<file path="src/rtl/core/dwvs_pkg.sv">
// ----------------------------------------------------------------------------
// dwvs_pkg
// Shared constants for the deque with value search: widths, default depth,
// request action codes and result status codes.
// ----------------------------------------------------------------------------
package dwvs_pkg;

  localparam int DATA_W      = 32;
  localparam int DEPTH_DEF   = 16;
  localparam int ACTION_W    = 3;
  localparam int STATUS_W    = 2;
  localparam int FOUND_W     = 4;
  localparam int OCC_W       = 5;

  localparam logic [ACTION_W-1:0] ACT_PUSH_FRONT = 3'd0;
  localparam logic [ACTION_W-1:0] ACT_PUSH_BACK  = 3'd1;
  localparam logic [ACTION_W-1:0] ACT_POP_FRONT  = 3'd2;
  localparam logic [ACTION_W-1:0] ACT_POP_BACK   = 3'd3;
  localparam logic [ACTION_W-1:0] ACT_SEARCH     = 3'd4;

  localparam logic [STATUS_W-1:0] STAT_OK        = 2'd0;
  localparam logic [STATUS_W-1:0] STAT_EMPTY     = 2'd1;
  localparam logic [STATUS_W-1:0] STAT_FULL      = 2'd2;
  localparam logic [STATUS_W-1:0] STAT_NOT_FOUND = 2'd3;

endpackage

</file>
<file path="src/rtl/core/dwvs_ram.sv">
// ----------------------------------------------------------------------------
// dwvs_ram
// Generic single-write, single-read RAM with registered read data.
// ----------------------------------------------------------------------------
module dwvs_ram #(
  parameter int WIDTH = dwvs_pkg::DATA_W,
  parameter int DEPTH = dwvs_pkg::DEPTH_DEF
) (
  input  logic                     clk,
  input  logic                     we,
  input  logic [$clog2(DEPTH)-1:0] waddr,
  input  logic [WIDTH-1:0]         wdata,
  input  logic [$clog2(DEPTH)-1:0] raddr,
  output logic [WIDTH-1:0]         rdata
);

  logic [WIDTH-1:0] mem [DEPTH];
  logic [WIDTH-1:0] rdata_r;

  always_ff @(posedge clk) begin
    if (we) begin
      mem[waddr] <= wdata;
    end
    rdata_r <= mem[raddr];
  end

  assign rdata = rdata_r;

endmodule

</file>
<file path="src/rtl/core/deque_with_value_search_core.sv">
// ----------------------------------------------------------------------------
// deque_with_value_search_core
// Bounded double-ended queue of signed 32-bit values kept in a RAM ring,
// with push/pop at either end and a linear search from the front.
// ----------------------------------------------------------------------------
// Usage:
//   Input channel (in_valid/in_stall) carries one request item: in_action and
//   in_value. Output channel (out_valid/out_stall) returns exactly one result
//   item per request: status, popped data, found index, occupancy, empty flag.
//   The block holds one request at a time; in_stall is high while it works.
//   A push, a full push, an empty pop and unused codes go from accept
//   straight to S_DONE; a pop first passes through S_READ. A search reads
//   one ring entry per cycle through the single RAM read port, in S_SCAN,
//   until a match or until all n held entries have been compared.
//   A new request is taken only once the last result has left S_DONE.
//   A finished result sits in the output register; a new request is taken
//   meanwhile, and its result waits in the core while out_stall is high.
//   Reset clears the front pointer and the count: the queue comes up empty and
//   ready on the first cycle after reset. RAM contents need no clearing.
// ----------------------------------------------------------------------------
module deque_with_value_search_core #(
  parameter int DEPTH = dwvs_pkg::DEPTH_DEF
) (
  input  logic                                clk,
  input  logic                                rst_n,
  input  logic                                in_valid,
  output logic                                in_stall,
  input  logic [dwvs_pkg::ACTION_W-1:0]       in_action,
  input  logic signed [dwvs_pkg::DATA_W-1:0]  in_value,
  output logic                                out_valid,
  input  logic                                out_stall,
  output logic [dwvs_pkg::STATUS_W-1:0]       out_status,
  output logic signed [dwvs_pkg::DATA_W-1:0]  out_data,
  output logic [dwvs_pkg::FOUND_W-1:0]        out_found_index,
  output logic [dwvs_pkg::OCC_W-1:0]          out_occupancy,
  output logic                                out_is_empty
);

  localparam int PTR_W = $clog2(DEPTH);
  localparam int CNT_W = $clog2(DEPTH + 1);
  localparam logic [PTR_W:0]   DEPTH_P = (PTR_W+1)'(DEPTH);
  localparam logic [CNT_W-1:0] DEPTH_C = CNT_W'(DEPTH);
  localparam logic [PTR_W-1:0] LAST_P  = PTR_W'(DEPTH - 1);

  typedef enum logic [3:0] {
    S_IDLE = 4'b0001,
    S_READ = 4'b0010,
    S_SCAN = 4'b0100,
    S_DONE = 4'b1000
  } state_t;

  state_t                        state_r, state_nxt;
  logic [PTR_W-1:0]              front_r, front_nxt;
  logic [CNT_W-1:0]              cnt_r, cnt_nxt;
  logic [CNT_W-1:0]              cmp_r, cmp_nxt;
  logic [PTR_W-1:0]              scan_ptr_r, scan_ptr_nxt;
  logic [dwvs_pkg::DATA_W-1:0]   key_r, key_nxt;
  logic [dwvs_pkg::STATUS_W-1:0] res_status_r, res_status_nxt;
  logic [dwvs_pkg::DATA_W-1:0]   res_data_r, res_data_nxt;
  logic [CNT_W-1:0]              res_found_r, res_found_nxt;

  logic                          out_valid_r;
  logic [dwvs_pkg::STATUS_W-1:0] out_status_r;
  logic [dwvs_pkg::DATA_W-1:0]   out_data_r;
  logic [dwvs_pkg::FOUND_W-1:0]  out_found_r;
  logic [dwvs_pkg::OCC_W-1:0]    out_occ_r;
  logic                          out_empty_r;

  logic                          ram_we;
  logic [PTR_W-1:0]              ram_waddr;
  logic [PTR_W-1:0]              ram_raddr;
  logic [dwvs_pkg::DATA_W-1:0]   ram_rdata;
  logic                          accept;
  logic                          out_free;
  logic                          is_full;
  logic                          is_empty_q;

  function automatic logic [PTR_W-1:0] ring_add(input logic [PTR_W-1:0] base,
                                                input logic [PTR_W-1:0] off);
    logic [PTR_W:0] s;
    s = {1'b0, base} + {1'b0, off};
    if (s >= DEPTH_P) begin
      s = s - DEPTH_P;
    end
    return s[PTR_W-1:0];
  endfunction

  function automatic logic [PTR_W-1:0] ring_inc(input logic [PTR_W-1:0] p);
    return (p == LAST_P) ? '0 : p + PTR_W'(1);
  endfunction

  dwvs_ram #(
    .WIDTH (dwvs_pkg::DATA_W),
    .DEPTH (DEPTH)
  ) u_ram (
    .clk   (clk),
    .we    (ram_we),
    .waddr (ram_waddr),
    .wdata (in_value),
    .raddr (ram_raddr),
    .rdata (ram_rdata)
  );

  assign accept     = in_valid && !in_stall;
  assign in_stall   = (state_r != S_IDLE);
  assign out_free   = !out_valid_r || !out_stall;
  assign is_full    = (cnt_r == DEPTH_C);
  assign is_empty_q = (cnt_r == '0);

  always_comb begin
    state_nxt      = state_r;
    front_nxt      = front_r;
    cnt_nxt        = cnt_r;
    cmp_nxt        = cmp_r;
    scan_ptr_nxt   = scan_ptr_r;
    key_nxt        = key_r;
    res_status_nxt = res_status_r;
    res_data_nxt   = res_data_r;
    res_found_nxt  = res_found_r;
    ram_we         = 1'b0;
    ram_waddr      = front_r;
    ram_raddr      = front_r;
    case (state_r)
      S_IDLE: begin
        if (accept) begin
          res_status_nxt = dwvs_pkg::STAT_OK;
          res_data_nxt   = '0;
          res_found_nxt  = '0;
          key_nxt        = in_value;
          state_nxt      = S_DONE;
          case (in_action)
            dwvs_pkg::ACT_PUSH_FRONT: begin
              if (is_full) begin
                res_status_nxt = dwvs_pkg::STAT_FULL;
              end else begin
                front_nxt = (front_r == '0) ? LAST_P : front_r - PTR_W'(1);
                ram_we    = 1'b1;
                ram_waddr = front_nxt;
                cnt_nxt   = cnt_r + CNT_W'(1);
              end
            end
            dwvs_pkg::ACT_PUSH_BACK: begin
              if (is_full) begin
                res_status_nxt = dwvs_pkg::STAT_FULL;
              end else begin
                ram_we    = 1'b1;
                ram_waddr = ring_add(front_r, PTR_W'(cnt_r));
                cnt_nxt   = cnt_r + CNT_W'(1);
              end
            end
            dwvs_pkg::ACT_POP_FRONT: begin
              if (is_empty_q) begin
                res_status_nxt = dwvs_pkg::STAT_EMPTY;
              end else begin
                ram_raddr = front_r;
                front_nxt = ring_inc(front_r);
                cnt_nxt   = cnt_r - CNT_W'(1);
                state_nxt = S_READ;
              end
            end
            dwvs_pkg::ACT_POP_BACK: begin
              if (is_empty_q) begin
                res_status_nxt = dwvs_pkg::STAT_EMPTY;
              end else begin
                ram_raddr = ring_add(front_r, PTR_W'(cnt_r - CNT_W'(1)));
                cnt_nxt   = cnt_r - CNT_W'(1);
                state_nxt = S_READ;
              end
            end
            dwvs_pkg::ACT_SEARCH: begin
              if (is_empty_q) begin
                res_status_nxt = dwvs_pkg::STAT_EMPTY;
              end else begin
                ram_raddr    = front_r;
                scan_ptr_nxt = ring_inc(front_r);
                cmp_nxt      = '0;
                state_nxt    = S_SCAN;
              end
            end
            default: begin
            end
          endcase
        end
      end
      S_READ: begin
        res_data_nxt = ram_rdata;
        state_nxt    = S_DONE;
      end
      S_SCAN: begin
        if (ram_rdata == key_r) begin
          res_found_nxt = cmp_r;
          state_nxt     = S_DONE;
        end else if (cmp_r == cnt_r - CNT_W'(1)) begin
          res_status_nxt = dwvs_pkg::STAT_NOT_FOUND;
          state_nxt      = S_DONE;
        end else begin
          ram_raddr    = scan_ptr_r;
          scan_ptr_nxt = ring_inc(scan_ptr_r);
          cmp_nxt      = cmp_r + CNT_W'(1);
        end
      end
      S_DONE: begin
        if (out_free) begin
          state_nxt = S_IDLE;
        end
      end
      default: begin
        state_nxt = S_IDLE;
      end
    endcase
  end

  always_ff @(posedge clk) begin
    if (!rst_n) begin
      state_r     <= S_IDLE;
      front_r     <= '0;
      cnt_r       <= '0;
      out_valid_r <= 1'b0;
    end else begin
      state_r <= state_nxt;
      front_r <= front_nxt;
      cnt_r   <= cnt_nxt;
      if (state_r == S_DONE && out_free) begin
        out_valid_r <= 1'b1;
      end else if (!out_stall) begin
        out_valid_r <= 1'b0;
      end
    end
  end

  always_ff @(posedge clk) begin
    cmp_r        <= cmp_nxt;
    scan_ptr_r   <= scan_ptr_nxt;
    key_r        <= key_nxt;
    res_status_r <= res_status_nxt;
    res_data_r   <= res_data_nxt;
    res_found_r  <= res_found_nxt;
    if (state_r == S_DONE && out_free) begin
      out_status_r <= res_status_r;
      out_data_r   <= res_data_r;
      out_found_r  <= dwvs_pkg::FOUND_W'(res_found_r);
      out_occ_r    <= dwvs_pkg::OCC_W'(cnt_r);
      out_empty_r  <= is_empty_q;
    end
  end

  assign out_valid       = out_valid_r;
  assign out_status      = out_status_r;
  assign out_data        = out_data_r;
  assign out_found_index = out_found_r;
  assign out_occupancy   = out_occ_r;
  assign out_is_empty    = out_empty_r;

endmodule
</file>
<file path="config.mk">
export PLATFORM = sky130hd
export DESIGN_NAME = deque_with_value_search_core
export DESIGN_NICKNAME = d
export VERILOG_FILES = /design/src/rtl/core/dwvs_pkg.sv /design/src/rtl/core/dwvs_ram.sv /design/src/rtl/core/deque_with_value_search_core.sv
export SDC_FILE = /design/constraint.sdc
export NUM_CORES = 1
export LEC_CHECK = 0
export ABC_CLOCK_PERIOD_IN_PS = 7000
export BUFFER_PORTS_ARGS = -buffer_cell sky130_fd_sc_hd__buf_2
export CAP_MARGIN = 20
export CORE_ASPECT_RATIO = 2
export CORE_UTILIZATION = 54
export DETAILED_ROUTE_END_ITERATION = 8
export MAX_ROUTING_LAYER = met4
export PLACE_DENSITY = 0.7
export SYNTH_ARGS = -nofsm -noshare
export SYNTH_HDL_FRONTEND = slang
export SYNTH_SLANG_ARGS = --single-unit
</file>
<file path="constraint.sdc">
create_clock -name clk -period 7 [get_ports clk]
set_clock_uncertainty 0.15 [all_clocks]
set_input_delay 0.7 -clock clk [delete_from_list [all_inputs] [get_ports clk]]
set_output_delay 0.7 -clock clk [all_outputs]
set_load 0.05 [all_outputs]
</file>
==> reports/results.txt <==
HP Class -> reg2reg
Setup Buffers After CTS -> 0
Post-Syn Area -> 27,200 µm²
FP Rows -> 115
Hold Buf Count CTS -> 0
Largest area contributor in the netlist -> edfxtp_1
Final setup viols -> 0
Yosys warns -> 0
First-pass DRT Iterations -> 5
Clock sink count -> 681
Mean number of vias per cell -> 6.30
Critical path data arrival time -> 5.68 ns
CTS H-tree depth -> 2
Starting Density -> 0.550
Fin area -> 30,300 µm²
Yosys top cell area share -> 0.702
Io pins -> 85
Total of max-cap violations -> 0
Clock latency on the worst-skew pair -> 0.61 ns
Post-route antenna net violation count -> 0
Clock period minus worst slack -> 5.32 ns
Max-slew violations -> 0
Peak supply drop -> 0.177 mV
Vias post-DR -> 15,500
RSZ-0062 raised after global routing -> false
Final hold violations -> 0
WP data required -> 7.35 ns
Dpl cell area -> 28,300 µm²
Area grow syn2layout -> 11.6%
CORE AREA -> 49,400 µm²
Layout cell share with drive strength beyond 1 -> 0.160
Die ar. -> 51,300 µm²
Clock buffer count from CTS -> 55
Largest cells by area after synthesis -> edfxtp_1 70%, mux2i_1 4.8%, a211oi_1 3.6%
Final net count -> 1,820
Slew @ Worst Pin -> 1.15 ns
Critical Path Fanout Max -> 58
Synth cell types -> 70
Tot GR Track Use -> 0.275
Initial drt markers -> 1,465
Mapped Nets -> 1,742
Sum Neg Setup Slack -> 0 ns
Rel. slew slack -> 0.230
Register bit total from synthesis -> 681
F_max -> 188 MHz
Fin crit share -> 0.761
CP Launch Type -> flop
Number of synthesized flops with an enable pin -> 635
IO Port Bufs -> 84
CTS tree -> built
Post-synthesis sequential area ratio -> 0.736
Reg clk slew, reported paths -> 0.07 ns
First-pass GRT wire length -> 99.5 mm
Vias in the first global route -> 15,900
CP endpoint kind -> flop
Post-CTS Resized -> 0
Largest net degree at the start of global routing -> 84
Maximum root-to-sink buffer count -> 3
Initial antenna violation count -> 2
Chip Width -> 161 µm
WL/cell -> 27.5 µm
Power Density -> 290 nW/µm²
Die Y-Extent -> 319 µm
Status -> completed
Synthesized area per cell -> 16.1 µm²
Post-Syn Instances -> 1,688
Dpl hpwl -> 38.5 mm
Root Buffer -> clkbuf_16
Post-synthesis async set-or-reset flop share -> 0
Crit Path Class -> reg2reg
Congestion Overflow GR -> 0
GPL Wtd Cong -> 0.831
Final wirelength -> 67.5 mm
Number of remaining DRC errors -> 0
Main synth FF type -> edfxtp_1
Pleak -> 0.0110 µW
flip-flops by register name (all words and copies together), names as in the netlist, 5 cells and up:
register	count
u_ram.mem	512
key_r	32
out_data	32
res_data_r	32
u_ram.rdata	32
cmp_r	5
cnt_r	5
out_occupancy	5
metrics by stage:
stage                     std cells   util  hold WS (ns)  worst slack [ns]  power, µW
after floorplan                1688      -         0.250              3.03       5270
after global placement         2349  0.573         0.252              1.78       5570
after detailed placement       2351  0.574         0.255              1.74       5580
after CTS                      2453  0.614         0.265              1.72       8830
after global routing           2456  0.614         0.279              1.50       9020
final                          2456  0.614         0.267              1.68       8800
worst max-delay path: stages, from the launching register on:
cell and delay [ns]:
dfxtp_1 0.60, inv_1 0.13, ha_1 0.31, nor3b_2 0.22
and3_1 0.19, o2111a_2 0.28, a31oi_4 0.37, a211o_2 0.80
nand2_4 0.63, buf_4 0.54, a211oi_1 0.53, a211oi_1 0.10
a211o_1 0.31
cell families after synthesis:
logic type	Yosys count	synth area share
flip-flops	681	0.736
AND/OR/NAND/NOR	362	0.0729
AO/OA/AOI/OAI	327	0.0945
multiplexers	131	0.0483
buffers and inverters	119	0.0235
XOR/XNOR	53	0.0176
adder cells (fa/ha/maj)	15	0.00746
cell type report:
class,count,area [µm²]
diodes,2,5.00
repair buffers,127,816
well taps,643,805
clock buffers,73,1530
clock inverters,29,408
flip-flops and latches,681,20000
inverters,13,48.8
fillers,3516,19000
multi-input cells,888,6720
power by group:
part | switching [µW] | internal, µW | total (µW) | leakage [µW]
sequential | 85.9 | 4600 | 4680 | 0.00614
combinational | 556 | 258 | 814 | 0.00388
clock | 1420 | 1880 | 3300 | 0.000940
metal layers:
| metal | track usage | wire, µm |
|---|---|---|
| met1 | 0.305 | 24100 |
| met2 | 0.481 | 35500 |
| met3 | 0.0342 | 4100 |
| met4 | 0.144 | 3710 |
| met5 | - | 0 |
placed cells by master (no fill, tap or decap), types with 10 or more instances in the layout:
master / instances
nand4_1: 10
and2_1: 41
a31oi_1: 36
a21oi_1: 17
buf_2: 84
nand2_1: 83
clkbuf_16: 55
o21ai_0: 44
a211oi_1: 131
edfxtp_1: 635
nor2_1: 28
a221oi_2: 17
nand3_1: 41
dfxtp_1: 46
a211o_1: 34
mux2i_1: 130
xnor2_1: 43
clkinv_2: 10
a221oi_1: 15
ha_1: 13
inv_1: 12
and3_1: 99
buf_4: 39
nor2_4: 17
synthesized netlist by cell type, drive strengths merged, types with 39 or more instances:
cell and n:
o21ai 45, mux2i 130, buf 48, edfxtp 635, clkbuf 58, and3 99
a211oi 133, a31oi 39, nand2 86, nor2 46, dfxtp 46, nand3 41
and2 43, xnor2 43
final timing paths:
path / startpoint / endpoint / slack (ns) / depth (start not counted)
max reg2reg: cnt_r[0] / u_ram.rdata[31] / 1.68 / 12
max: cnt_r[0] / u_ram.rdata[31] / 1.68 / 12
min: res_data_r[14] / out_data[14] / 0.27 / 0
min reg2reg: res_data_r[14] / out_data[14] / 0.27 / 0
Power figures use the tool's default switching activity.
